`src/dbd_pkg.sv`:
```
// ----------------------------------------------------------------------------
// dbd_pkg
// Widths, constants and calendar tables shared by the interfaces and the
// date difference pipeline.
// ----------------------------------------------------------------------------
`default_nettype none

package dbd_pkg;

  localparam int unsigned DAY_W   = 5;
  localparam int unsigned MONTH_W = 4;
  localparam int unsigned YEAR_W  = 14;
  localparam int unsigned COUNT_W = 22;
  localparam int unsigned CUM_W   = 9;
  localparam int unsigned Q100_W  = 8;

  localparam int unsigned YEAR_MAX = 9999;
  localparam int unsigned MONTH_FEB = 2;
  localparam int unsigned MONTH_DEC = 12;

  // Multiplication by 5243 and a shift by 19 gives floor(y / 100) exactly
  // for every year that the field can hold.
  localparam int unsigned RECIP_100   = 5243;
  localparam int unsigned RECIP_SHIFT = 19;
  localparam int unsigned PROD_W      = YEAR_W + 13;

  // Days before the first of the month in a common year.
  function automatic logic [CUM_W-1:0] cum_days(input logic [MONTH_W-1:0] month);
    logic [CUM_W-1:0] days;
    case (month)
      4'd1:    days = 9'd0;
      4'd2:    days = 9'd31;
      4'd3:    days = 9'd59;
      4'd4:    days = 9'd90;
      4'd5:    days = 9'd120;
      4'd6:    days = 9'd151;
      4'd7:    days = 9'd181;
      4'd8:    days = 9'd212;
      4'd9:    days = 9'd243;
      4'd10:   days = 9'd273;
      4'd11:   days = 9'd304;
      4'd12:   days = 9'd334;
      default: days = 9'd0;
    endcase
    return days;
  endfunction

  function automatic logic [DAY_W-1:0] month_len(input logic [MONTH_W-1:0] month,
                                                 input logic leap);
    logic [DAY_W-1:0] len;
    case (month)
      4'd2:    len = leap ? 5'd29 : 5'd28;
      4'd4,
      4'd6,
      4'd9,
      4'd11:   len = 5'd30;
      default: len = 5'd31;
    endcase
    return len;
  endfunction

endpackage

`default_nettype wire

```
`src/dbd_if.sv`:
```
// ----------------------------------------------------------------------------
// dbd_if
// Valid/ready channels: a pair of dates in, a day count and error flag out.
// ----------------------------------------------------------------------------
`default_nettype none

interface dbd_in_if;
  logic                          valid;
  logic                          ready;
  logic [dbd_pkg::DAY_W-1:0]     first_day;
  logic [dbd_pkg::MONTH_W-1:0]   first_month;
  logic [dbd_pkg::YEAR_W-1:0]    first_year;
  logic [dbd_pkg::DAY_W-1:0]     second_day;
  logic [dbd_pkg::MONTH_W-1:0]   second_month;
  logic [dbd_pkg::YEAR_W-1:0]    second_year;

  modport source (output valid, first_day, first_month, first_year,
                  second_day, second_month, second_year, input ready);
  modport sink   (input valid, first_day, first_month, first_year,
                  second_day, second_month, second_year, output ready);
endinterface

interface dbd_out_if;
  logic                          valid;
  logic                          ready;
  logic [dbd_pkg::COUNT_W-1:0]   day_count;
  logic                          date_error;

  modport source (output valid, day_count, date_error, input ready);
  modport sink   (input valid, day_count, date_error, output ready);
endinterface

`default_nettype wire

```
`src/days_between_dates.sv`:
```
// ----------------------------------------------------------------------------
// days_between_dates
// Absolute number of days between two Gregorian dates, with date validation.
// ----------------------------------------------------------------------------
//
//  Channel  | Direction | Contents
//  ---------+-----------+------------------------------------------------
//  dates    | in        | first/second day, month, year
//  result   | out       | day_count, date_error (count is 0 on error)
//
//  Four register stages: year quotients, leap and year offset, day number,
//  difference. An accepted transaction passes through them in that order,
//  and its result is held in the last stage until the result is taken.
//  One transaction can be accepted every cycle unless a stalled result
//  holds the pipeline; each of the four stages has its own valid bit.
//  A stage moves on when it is empty or the stage after it moves, so a
//  stalled result holds the pipeline while bubbles ahead of it still fill.
//  Synchronous reset clears the valid bits only.
// ----------------------------------------------------------------------------
`default_nettype none

module days_between_dates (
  input  wire logic clk,
  input  wire logic rst,
  dbd_in_if.sink    dates,
  dbd_out_if.source result
);

  localparam int unsigned LANES = 2;

  // Stage enables.
  logic adv1, adv2, adv3, adv4;

  // Stage 1: quotient by 100 and 365 * (year - 1).
  logic                              s1_valid;
  logic [dbd_pkg::DAY_W-1:0]         s1_day   [LANES];
  logic [dbd_pkg::MONTH_W-1:0]       s1_month [LANES];
  logic [dbd_pkg::YEAR_W-1:0]        s1_year  [LANES];
  logic [dbd_pkg::Q100_W-1:0]        s1_q100  [LANES];
  logic [dbd_pkg::COUNT_W-1:0]       s1_y365  [LANES];

  // Stage 2: days before the year, leap flag, validity.
  logic                              s2_valid;
  logic [dbd_pkg::DAY_W-1:0]         s2_day   [LANES];
  logic [dbd_pkg::MONTH_W-1:0]       s2_month [LANES];
  logic                              s2_leap  [LANES];
  logic                              s2_ok    [LANES];
  logic [dbd_pkg::COUNT_W-1:0]       s2_nyear [LANES];

  // Stage 3: ordinal day numbers.
  logic                              s3_valid;
  logic                              s3_ok;
  logic [dbd_pkg::COUNT_W-1:0]       s3_num   [LANES];

  // Stage 4 is the output register.
  logic                              s4_valid;
  logic                              s4_error;
  logic [dbd_pkg::COUNT_W-1:0]       s4_count;

  logic [dbd_pkg::DAY_W-1:0]         in_day   [LANES];
  logic [dbd_pkg::MONTH_W-1:0]       in_month [LANES];
  logic [dbd_pkg::YEAR_W-1:0]        in_year  [LANES];

  logic [dbd_pkg::Q100_W-1:0]        q100_next  [LANES];
  logic [dbd_pkg::COUNT_W-1:0]       y365_next  [LANES];
  logic [dbd_pkg::COUNT_W-1:0]       nyear_next [LANES];
  logic                              leap_next  [LANES];
  logic                              ok_next    [LANES];
  logic [dbd_pkg::COUNT_W-1:0]       num_next   [LANES];
  logic [dbd_pkg::COUNT_W-1:0]       count_next;

  assign adv4 = !s4_valid || result.ready;
  assign adv3 = !s3_valid || adv4;
  assign adv2 = !s2_valid || adv3;
  assign adv1 = !s1_valid || adv2;

  assign dates.ready       = adv1;
  assign result.valid      = s4_valid;
  assign result.day_count  = s4_count;
  assign result.date_error = s4_error;

  assign in_day[0]   = dates.first_day;
  assign in_month[0] = dates.first_month;
  assign in_year[0]  = dates.first_year;
  assign in_day[1]   = dates.second_day;
  assign in_month[1] = dates.second_month;
  assign in_year[1]  = dates.second_year;

  // Stage 1 logic.
  always_comb begin
    logic [dbd_pkg::PROD_W-1:0] prod;
    logic [dbd_pkg::YEAR_W-1:0] prev;
    for (int i = 0; i < LANES; i++) begin
      prod = dbd_pkg::PROD_W'(in_year[i]) * dbd_pkg::PROD_W'(dbd_pkg::RECIP_100);
      q100_next[i] = prod[dbd_pkg::RECIP_SHIFT +: dbd_pkg::Q100_W];
      prev = in_year[i] - dbd_pkg::YEAR_W'(1);
      y365_next[i] = dbd_pkg::COUNT_W'(prev) * dbd_pkg::COUNT_W'(365);
    end
  end

  // Stage 2 logic. The quotient of year - 1 by 100 is one less than that of
  // the year when the year is a whole century; the quotient by 400 follows
  // from it by a shift.
  always_comb begin
    logic [dbd_pkg::YEAR_W-1:0]  rem;
    logic                        cent;
    logic [dbd_pkg::YEAR_W-1:0]  prev;
    logic [dbd_pkg::Q100_W-1:0]  p100;
    logic                        leap;
    for (int i = 0; i < LANES; i++) begin
      rem  = s1_year[i] - dbd_pkg::YEAR_W'(dbd_pkg::YEAR_W'(s1_q100[i]) *
                                          dbd_pkg::YEAR_W'(100));
      cent = (rem == '0);
      leap = cent ? (s1_q100[i][1:0] == 2'b00) : (s1_year[i][1:0] == 2'b00);
      prev = s1_year[i] - dbd_pkg::YEAR_W'(1);
      p100 = s1_q100[i] - dbd_pkg::Q100_W'(cent);
      leap_next[i]  = leap;
      nyear_next[i] = s1_y365[i] + dbd_pkg::COUNT_W'(prev >> 2)
                      - dbd_pkg::COUNT_W'(p100) + dbd_pkg::COUNT_W'(p100 >> 2);
      ok_next[i] = (s1_year[i] != '0)
                   && (s1_year[i] <= dbd_pkg::YEAR_W'(dbd_pkg::YEAR_MAX))
                   && (s1_month[i] != '0)
                   && (s1_month[i] <= dbd_pkg::MONTH_W'(dbd_pkg::MONTH_DEC))
                   && (s1_day[i] != '0)
                   && (s1_day[i] <= dbd_pkg::month_len(s1_month[i], leap));
    end
  end

  // Stage 3 logic.
  always_comb begin
    logic extra;
    for (int i = 0; i < LANES; i++) begin
      extra = s2_leap[i] && (s2_month[i] > dbd_pkg::MONTH_W'(dbd_pkg::MONTH_FEB));
      num_next[i] = s2_nyear[i] + dbd_pkg::COUNT_W'(dbd_pkg::cum_days(s2_month[i]))
                    + dbd_pkg::COUNT_W'(extra) + dbd_pkg::COUNT_W'(s2_day[i]);
    end
  end

  // Stage 4 logic.
  always_comb begin
    if (!s3_ok) begin
      count_next = '0;
    end else if (s3_num[0] > s3_num[1]) begin
      count_next = s3_num[0] - s3_num[1];
    end else begin
      count_next = s3_num[1] - s3_num[0];
    end
  end

  always_ff @(posedge clk) begin
    if (rst) begin
      s1_valid <= 1'b0;
      s2_valid <= 1'b0;
      s3_valid <= 1'b0;
      s4_valid <= 1'b0;
    end else begin
      if (adv1) s1_valid <= dates.valid;
      if (adv2) s2_valid <= s1_valid;
      if (adv3) s3_valid <= s2_valid;
      if (adv4) s4_valid <= s3_valid;
    end
  end

  always_ff @(posedge clk) begin
    for (int i = 0; i < LANES; i++) begin
      if (adv1) begin
        s1_day[i]   <= in_day[i];
        s1_month[i] <= in_month[i];
        s1_year[i]  <= in_year[i];
        s1_q100[i]  <= q100_next[i];
        s1_y365[i]  <= y365_next[i];
      end
      if (adv2) begin
        s2_day[i]   <= s1_day[i];
        s2_month[i] <= s1_month[i];
        s2_leap[i]  <= leap_next[i];
        s2_ok[i]    <= ok_next[i];
        s2_nyear[i] <= nyear_next[i];
      end
      if (adv3) begin
        s3_num[i] <= num_next[i];
      end
    end
    if (adv3) begin
      s3_ok <= s2_ok[0] && s2_ok[1];
    end
    if (adv4) begin
      s4_count <= count_next;
      s4_error <= !s3_ok;
    end
  end

  // An error result always carries a zero count.
  a_error_zero: assert property (@(posedge clk) disable iff (rst)
    s4_valid && s4_error |-> s4_count == '0)
    else $error("error result with non-zero day count");

  // A valid count never exceeds the span of the calendar.
  a_count_range: assert property (@(posedge clk) disable iff (rst)
    s4_valid && !s4_error |-> s4_count <= dbd_pkg::COUNT_W'(3652058))
    else $error("day count out of range");

  // A blocked first stage keeps its transaction.
  a_s1_hold: assert property (@(posedge clk) disable iff (rst)
    s1_valid && !adv2 |=> s1_valid && $stable(s1_year[0]) && $stable(s1_year[1]))
    else $error("first stage lost or changed a stalled transaction");

  // An empty first stage always takes a new transaction.
  a_bubble_ready: assert property (@(posedge clk) disable iff (rst)
    !s1_valid |-> dates.ready)
    else $error("input stalled with an empty first stage");

  // Nothing is presented in the cycle after reset.
  a_reset_empty: assert property (@(posedge clk)
    rst |=> !result.valid)
    else $error("result valid after reset");

endmodule

`default_nettype wire
```
`src/flat_wrapper.sv`:
```
// flat-port wrapper written by rule: the top's interface ports become plain ports
module days_between_dates_flat 
  (clk, rst, dates_valid, dates_first_day, dates_first_month, dates_first_year, dates_second_day, dates_second_month, dates_second_year, dates_ready, result_valid, result_day_count, result_date_error, result_ready);
  dbd_in_if dates_i ();
  dbd_out_if result_i ();
  input  wire logic clk;
  input  wire logic rst;
  input wire logic [$bits(dates_i.valid)-1:0] dates_valid;
  input wire logic [$bits(dates_i.first_day)-1:0] dates_first_day;
  input wire logic [$bits(dates_i.first_month)-1:0] dates_first_month;
  input wire logic [$bits(dates_i.first_year)-1:0] dates_first_year;
  input wire logic [$bits(dates_i.second_day)-1:0] dates_second_day;
  input wire logic [$bits(dates_i.second_month)-1:0] dates_second_month;
  input wire logic [$bits(dates_i.second_year)-1:0] dates_second_year;
  output wire logic [$bits(dates_i.ready)-1:0] dates_ready;
  output wire logic [$bits(result_i.valid)-1:0] result_valid;
  output wire logic [$bits(result_i.day_count)-1:0] result_day_count;
  output wire logic [$bits(result_i.date_error)-1:0] result_date_error;
  input wire logic [$bits(result_i.ready)-1:0] result_ready;
  assign dates_i.valid = dates_valid;
  assign dates_i.first_day = dates_first_day;
  assign dates_i.first_month = dates_first_month;
  assign dates_i.first_year = dates_first_year;
  assign dates_i.second_day = dates_second_day;
  assign dates_i.second_month = dates_second_month;
  assign dates_i.second_year = dates_second_year;
  assign dates_ready = dates_i.ready;
  assign result_valid = result_i.valid;
  assign result_day_count = result_i.day_count;
  assign result_date_error = result_i.date_error;
  assign result_i.ready = result_ready;
  days_between_dates u_core (.clk(clk), .rst(rst), .dates(dates_i), .result(result_i));
endmodule
```
`config.mk`:
```
export PLATFORM = sky130hd
export DESIGN_NAME = days_between_dates_flat
export DESIGN_NICKNAME = d
export VERILOG_FILES = /design/src/dbd_pkg.sv /design/src/dbd_if.sv /design/src/days_between_dates.sv /design/src/flat_wrapper.sv
export SDC_FILE = /design/constraint.sdc
export NUM_CORES = 1
export LEC_CHECK = 0
export ABC_CLOCK_PERIOD_IN_PS = 9600
export BUFFER_PORTS_ARGS = -buffer_cell sky130_fd_sc_hd__buf_2
export CAP_MARGIN = 20
export CORE_ASPECT_RATIO = 1.2
export CORE_MARGIN = 8
export CORE_UTILIZATION = 60
export CTS_BUF_LIST = sky130_fd_sc_hd__clkbuf_8
export CTS_CLUSTER_SIZE = 12
export DETAILED_ROUTE_END_ITERATION = 6
export PLACE_DENSITY = 0.75
export SYNTH_ARGS = -nofsm -noshare
export SYNTH_HDL_FRONTEND = slang
export SYNTH_SLANG_ARGS = --single-unit
```
`constraint.sdc`:
```
create_clock -name clk -period 9.6 [get_ports clk]
set_clock_uncertainty 0.05 [all_clocks]
set_input_delay 0.48 -clock clk [delete_from_list [all_inputs] [get_ports clk]]
set_output_delay 0.48 -clock clk [all_outputs]
set_load 0.005 [all_outputs]
```
# After elaboration in Yosys (flattened, before gate mapping)

Memories as Yosys holds them, arrays and structs flattened.
Cells that the tools add are included.

Register bits after elaboration: 28
Bits in latches: 0
Bits in writable memories: 216
ROM bits: 288
Input bits: 50
Output and inout bits: 25
Word-level logic and storage cells: 116
Memories: 13

$add $sub $neg: 22
Multipliers: 6
Div/mod/pow operators: 0
Magnitude comparators: 9
Equal/unequal tests: 10
Shifts and indexed selects: 0
Muxes and demuxes: 13
Bitwise logic cells: 0
Reduce and logical (&&, ||, !) cells: 36

Memory list:

| name            | words | width | rd ports | clocked after Yosys merged registers in | write ports | line                     | text |
|---|---|---|---|---|---|---|---|
| (no name shown) | 16    | 9     | 1        | 0                                       | 0           | dbd_pkg.sv:30            | `case (month)` |
| (no name shown) | 16    | 9     | 1        | 0                                       | 0           | dbd_pkg.sv:30            |  |
| u_core.s1_y365  | 2     | 22    | 2        | 0                                       | 2           | days_between_dates.sv:40 | `logic [dbd_pkg::COUNT_W-1:0] s1_y365 [LANES];` |
| u_core.s2_nyear | 2     | 22    | 2        | 0                                       | 2           | days_between_dates.sv:48 | `logic [dbd_pkg::COUNT_W-1:0] s2_nyear [LANES];` |
| u_core.s3_num   | 2     | 22    | 2        | 0                                       | 2           | days_between_dates.sv:53 | `logic [dbd_pkg::COUNT_W-1:0] s3_num [LANES];` |
| u_core.s1_year  | 2     | 14    | 2        | 0                                       | 2           | days_between_dates.sv:38 | `logic [dbd_pkg::YEAR_W-1:0] s1_year [LANES];` |
| 7 more memories | --    | --    | --       | --                                      | --          | --                       |  |

Operators by type and width:

| operator                                             | number |
|---|---|
| subtractor 14 x 1 -> 14 bit (second input constant)  | 4 |
| multiplier 14 x 13 -> 27 bit (second input constant) | 2 |
| adder 22 x 1 -> 22 bit                               | 2 |
| adder 22 x 12 -> 22 bit                              | 2 |
| adder 22 x 5 -> 22 bit                               | 2 |
| adder 22 x 6 -> 22 bit                               | 2 |
| adder 22 x 9 -> 22 bit                               | 2 |
| multiplier 14 x 9 -> 22 bit (second input constant)  | 2 |
| subtractor 22 bit                                    | 2 |
| subtractor 22 x 8 -> 22 bit                          | 2 |
| <= comparator 14 bit (second input constant)         | 2 |
| logical NOT 14 bit                                   | 2 |
| nonzero test 14 bit                                  | 2 |
| subtractor 14 bit                                    | 2 |
| multiplier 8 x 5 -> 12 bit (second input constant)   | 2 |
| > comparator 22 bit                                  | 1 |
| two-way mux 22 bit                                   | 1 |
| one-hot mux 5 bit (2 select lines)                   | 2 |
| equality test 4 x 3 -> 1 bit (second input constant) | 4 |
| equality test 4 bit (second input constant)          | 4 |
| subtractor 8 x 1 -> 8 bit                            | 2 |
| logical AND 1 bit                                    | 13 |
| <= comparator 5 bit                                  | 2 |
| two-way mux 1 bit                                    | 10 |
| other kinds (9)                                      | 25 |

# Longest topological paths before layout

Gate-level depths: netlist of the first run.
An unclocked memory read counts as a cell.

Depth after elaboration: 9
Mapped depth: 35
Gate-level depth less buffers: 35

# Worst setup path before layout of the first run

OpenSTA, ideal clock, no wires.

Path kind: reg-to-reg
Start: mem u_core.s1_q100[0][2] (netlist bit)
End: mem u_core.s2_nyear[0][21] (netlist bit), data pin
Setup time: 0.259 ns
Data arrival time: 7.496 ns
Required time: 9.291 ns
Slack: 1.795 ns
Cell stages (with the launch flop): 34
Path buffers: 0
Period minus slack after synthesis: 7.805 ns
Cells stage by stage: edfxtp_1 inv_1 ha_1 ha_1 fa_1 ha_1 a21o_1 a21oi_1 o21bai_1 a21oi_1 xor2_1 ha_1 xnor3_1 nor2_1 nand3_1 a221oi_2 ha_1 nand2_1 xnor2_1 inv_1 fa_1 fa_1 inv_1 ha_1 fa_1 a21oi_1 o2111ai_1 nand2_1 o21ai_1 a221o_1 and4_4 a2111oi_4 o2bb2ai_1 xnor2_1

RTL lines:

| what            | line                     | text |
|---|---|---|
| start, declared | days_between_dates.sv:39 | `logic [dbd_pkg::Q100_W-1:0] s1_q100 [LANES];` |
| end, declared   | days_between_dates.sv:48 |  |

==> results of run 1 <==
-- cells by family after synthesis --
| kind of cell | after synthesis | share of synthesized area [%] |
|---|---|---|
| xor+xnor | 214 | 6.35 |
| buf+inv | 648 | 8.23 |
| fa+ha+maj | 846 | 41.9 |
| mux | 23 | 0.835 |
| compound gates | 440 | 9.84 |
| flops | 244 | 24.3 |
| simple gates | 517 | 8.52 |
-- timing repair --
action	in CTS	in global routing
hold endpoints to repair	13	0
hold buffers	11	0
gates resized for setup	0	0
-- flip-flops by register name, summed over array words and instances, names as in the netlist, 10 cells and up --
name,cells
u_core.result.day_count,22
u_core.s3_num,44
u_core.s2_nyear,44
u_core.s1_year,28
u_core.s1_day,10
u_core.s1_q100,16
u_core.s2_day,10
u_core.s1_y365,44
-- synthesized netlist by cell type (6+ instances only) --
library cell	n
o211ai_1	9
nand2_1	115
o21bai_1	24
o21a_1	25
edfxtp_1	240
xor2_1	49
mux2_2	6
a211oi_1	8
xnor2_1	163
nand3_1	64
inv_1	623
a21boi_0	11
ha_1	584
o2111ai_1	12
and2_1	9
mux2i_1	16
nand4_1	24
a31oi_1	15
buf_2	13
o21ai_0	73
a211o_1	7
clkbuf_1	9
a21oi_1	149
nor2_1	130
a21o_1	38
and3_1	29
o21ai_1	9
or3_1	15
nor2b_1	30
fa_1	262
nor3_1	43
nor4_1	6
nand2b_1	24
-- cell type report --
| type | instances | area (µm²) | share of cell area, % |
|---|---|---|---|
| clock buffers | 40 | 551 | 1.73 |
| inverters | 623 | 2340 | 7.33 |
| repair buffers | 87 | 495 | 1.55 |
| multi-input cells | 2040 | 20200 | 63.3 |
| diodes | 1 | 2.50 | 0.00784 |
| well taps | 637 | 797 | 2.50 |
| clock inverters | 25 | 228 | 0.714 |
| flip-flops and latches | 244 | 7290 | 22.8 |
-- worst min path at each step --
stage,end
floorplan,u_core.s2_day[0][0]$_DFFE_PP_
global placement,u_core.s3_valid$_SDFFE_PP0P_
detailed placement,u_core.s2_day[0][0]$_DFFE_PP_
CTS,u_core.s1_day[0][9]$_DFFE_PP_
global route,u_core.s1_day[0][7]$_DFFE_PP_
finish,u_core.s1_day[0][7]$_DFFE_PP_
-- critical path: cells and delay by family (launching register included) --
family	cells	cell delay, ns
simple gates	5	0.61
compound gates	11	2.48
xor+xnor	4	0.89
buf+inv	3	0.29
flops	1	0.46
fa+ha+maj	10	3.51
-- metal layers --
layer	vias up	part of all wire [%]	GRT usage, %
met5	-	0	0
met4	0	4.3	9.68
met3	153	3.4	2.36
met2	419	51	41.9
met1	9828	41	26.8
li1	10000	-	-
-- stage by stage --
step	worst slack [ns]	std cells	util [%]	hold WS [ns]	cell area, µm²
2_1_floorplan	1.79	2932	-	0.376	30000
3_3_place_gp	1.24	3620	63.0	0.388	31000
3_5_place_dp	1.10	3620	63.0	0.396	31000
4_1_cts	1.12	3696	64.8	0.00283	31900
5_1_grt	0.570	3697	64.8	0.0136	31900
6_report	1.11	3697	64.8	0.0398	31900
==> run summary, run 1 <==
startpoint types: flip-flop
CP endpoint: u_core.s2_nyear[0][21]$_DFFE_PP_
Final ANT Viol Nets: 0
Mapped Area: 30000 µm²
CP max stage delay: 0.55 ns
Mapped Nets: 3828
commonest non-fill, non-tap cell in the layout: inv_1
Register-to-Register Path Depth: 33
vias after detailed routing: 20400
drc violations: 0
initial antenna violation count: 1
hold_sp: dates_second_day[2]
Synth area leader: ha_1
Slew @ Worst Pin: 1.02 ns
slew margin rel.: 31.7%
die height: 261 µm
Syn Inst Count: 2932
Area Growth Syn to Fin: 6.54%
Slowest-stage cell, CP: fa_1
Reg2Reg Launch Point: u_core.s1_q100[0][2]$_DFFE_PP_
I/O pin total: 75
most frequent cells in the layout: 631 x inv_1, 584 x ha_1, 262 x fa_1, 240 x edfxtp_1, 163 x xnor2_1
fraction of layout cells with a size suffix above 1: 5.69%
TritonRoute pass-1 iters: 6
Post-CTS Setup Bufs: 0
critical path launch point: u_core.s1_q100[0][2]$_DFFE_PP_
R2R Path End: u_core.s2_nyear[0][21]$_DFFE_PP_
all-layer global routing usage: 22.9%
CP Data Required Time: 9.92 ns
status: complete, no violations
top_reg_cell synth: edfxtp_1
Setup Crit Path Kind: reg -> reg
CP endpoint kind: flip-flop
die area: 57400 µm²
worst-skew pair later-pin latency: 0.62 ns
hold path depth: 1
Hold Fails Final Rpt: 0
Yosys top cell area share: 24.4%
syn avg cell area: 10.2 µm²
Initial Util: 60.9%
fmax: 118 MHz
Top cell by count, worst path: ha_1
GRT overflow: 0
CTS Buf Count: 40
DP HPWL: 54200 µm
sequential element share of the synthesized area: 24.3%
fillcell total: 3904
minimum clock period: 8.49 ns
GPL Wtd Cong: 0.933
FP Rows: 89
CTS tree: done
# setup viols final: 0
Hold Path Class: in -> reg
WL/cell: 17.3 µm
Netlist cell types: 85
post-synthesis register bit count: 244
leading post-synthesis cells by cell area: ha_1 24%, edfxtp_1 24%, fa_1 18%
H-tree depth reported by CTS: 2
drt total wl: 64100 µm
Core Area: 49200 µm²
DR iter-0 viols: 1087
RSZ-0062 raised after global routing: false
Die W: 220 µm
Setup TNS: 0 ns
Reg2Reg Setup Slack: 1.11 ns
fin. max-slew vios: 0
CTS Buffer Depth: 3
Final #Nets: 3932
global-route wire length before repair: 106000 µm
pin count of the biggest net entering global routing: 79
vias per inst: 5.53
fin crit share: 88.4%
Post-synth EDFFs: 240
number of synthesis warnings: 0
clk slew on worst S/H paths: 0.07 ns
WP data arrival: 8.81 ns
clock sink count: 244
vias in the first global route: 22000
CTS root buf: clkbuf_8
max capacitance violation total: 0
FFs w/ async S/R, synth: 0%
Port-buffer cells: 74
critical-path maximum fanout: 4
Power of run 1 is left out: the tool's default activity adds up to more than one toggle a clock period on the data nets, which glitch-free logic cannot reach.
==> run 2: changes to the inputs <==
- CORE_MARGIN: 8 -> 10
==> run 2 against run 1 <==
Setup slack got worse by 0.14 ns. Critical path depth unchanged. Via count fell by 0.36%. Flip-flop and latch count stayed put. Critical path type unchanged. Critical endpoint unchanged. Highest routed layer unchanged.
==> run summary, run 2 (synthesized netlist as in run 1, its figures left out) <==
status: complete, no violations
TritonRoute pass-1 iters: 7
H-tree depth reported by CTS: 2
CP endpoint kind: flip-flop
RSZ-0062 raised after global routing: false
startpoint types: flip-flop
I/O pin total: 75
CP max stage delay: 0.54 ns
global-route wire length before repair: 107000 µm
drt total wl: 64000 µm
fin crit share: 89.9%
fmax: 116 MHz
minimum clock period: 8.63 ns
Core Area: 49300 µm²
Port-buffer cells: 74
CP Data Required Time: 9.86 ns
Top cell by count, worst path: ha_1
Area Growth Syn to Fin: 6.58%
die area: 59300 µm²
worst-skew pair later-pin latency: 0.58 ns
max capacitance violation total: 0
DP HPWL: 54400 µm
critical-path maximum fanout: 5
commonest non-fill, non-tap cell in the layout: inv_1
CTS root buf: clkbuf_8
Final ANT Viol Nets: 0
pin count of the biggest net entering global routing: 69
Setup TNS: 0 ns
clock sink count: 244
slew margin rel.: 31.7%
dpl ws: 1.02 ns
FP Rows: 89
Multi-input gate area: 20200 µm²
GRT overflow: 0
GPL Wtd Cong: 0.922
CTS tree: done
drc violations: 0
Slew @ Worst Pin: 1.02 ns
DR iter-0 viols: 1115
Hold Path Class: in -> reg
Seq. cell area: 7290 µm²
Die W: 224 µm
# setup viols final: 0
largest registers: u_core.s1_y365 x44, u_core.s2_nyear x44, u_core.s3_num x44
Hold Fails Final Rpt: 0
Initial Util: 60.7%
fin. max-slew vios: 0
WL/cell: 17.3 µm
Final #Nets: 3926
fillcell total: 3948
CTS Buffer Depth: 3
vias per inst: 5.51
vias in the first global route: 21500
Setup Crit Path Kind: reg -> reg
die height: 265 µm
clk slew on worst S/H paths: 0.07 ns
most frequent cells in the layout: 630 x inv_1, 584 x ha_1, 262 x fa_1, 240 x edfxtp_1, 163 x xnor2_1
Setup WS post-layout: 0.971 ns
all-layer global routing usage: 22.0%
vias after detailed routing: 20400
Slowest-stage cell, CP: fa_1
initial antenna violation count: 1
WP data arrival: 8.89 ns
CTS Buf Count: 41
fraction of layout cells with a size suffix above 1: 5.97%
[run 2: changes by cell type in the layout (fill, tap and decap cells not counted), sizes merged]
cell | previous run | this run
bufinv | 4 | 5
clkbuf | 40 | 41
clkinv | 10 | 15
clkinvlp | 0 | 5
dlygate4sd3 | 11 | 4
inv | 634 | 633
[run 2: worst max-delay path: cells and delay by family, from the launching register on]
kind,cells,cell delay (ns)
AO/OA/AOI/OAI,11,2.47
XOR/XNOR,4,0.97
adder cells (fa/ha/maj),10,3.52
buffers and inverters,3,0.25
flip-flops,1,0.47
AND/OR/NAND/NOR,5,0.62
[run 2: area by class of cell]
| class | instances | area share [%] |
|---|---|---|
| flip-flops and latches | 244 | 22.8 |
| clock inverters | 35 | 0.929 |
| repair buffers | 80 | 1.33 |
| well taps | 637 | 2.50 |
| multi-input cells | 2040 | 63.3 |
| diodes | 1 | 0.00784 |
| clock buffers | 41 | 1.77 |
| inverters | 623 | 7.33 |
[run 2: path summary, 6_finish.rpt]
path | startpoint | endpoint | slack, ns | cells past startpoint
worst min-delay path | dates_second_day[4] | u_core.s1_day[0][9]$_DFFE_PP_ | 0.04 | 1
worst max register to register | u_core.s1_q100[0][3]$_DFFE_PP_ | u_core.s2_nyear[0][21]$_DFFE_PP_ | 0.97 | 33
worst max-delay path | u_core.s1_q100[0][3]$_DFFE_PP_ | u_core.s2_nyear[0][21]$_DFFE_PP_ | 0.97 | 33
worst min register to register | u_core.s2_valid$_SDFFE_PP0P_ | u_core.s3_valid$_SDFFE_PP0P_ | 0.42 | 2
[run 2: repair_timing]
item                                   CTS  global route
hold buffers                             4             0
endpoints found under the hold margin    5             0
resized for setup                        0             0
buffers inserted                         0             0
[run 2: per-stage QoR]
stage | utilization, % | cells | hold slack, ns | instance area (µm²)
2_1_floorplan | - | 2932 | 0.376 | 30000
3_3_place_gp | 62.9 | 3620 | 0.386 | 31000
3_5_place_dp | 62.9 | 3620 | 0.416 | 31000
4_1_cts | 64.7 | 3700 | 0.000274 | 31900
5_1_grt | 64.7 | 3701 | 0.00891 | 31900
6_report | 64.7 | 3701 | 0.0397 | 31900
[run 2: routing by layer]
metal  GRT usage [%]  wire (µm)
met3            2.55       2190
met5               0          0
met4            8.37       2310
met1            25.8      26300
met2            40.4      33200
Power of run 2 is left out for the same reason.
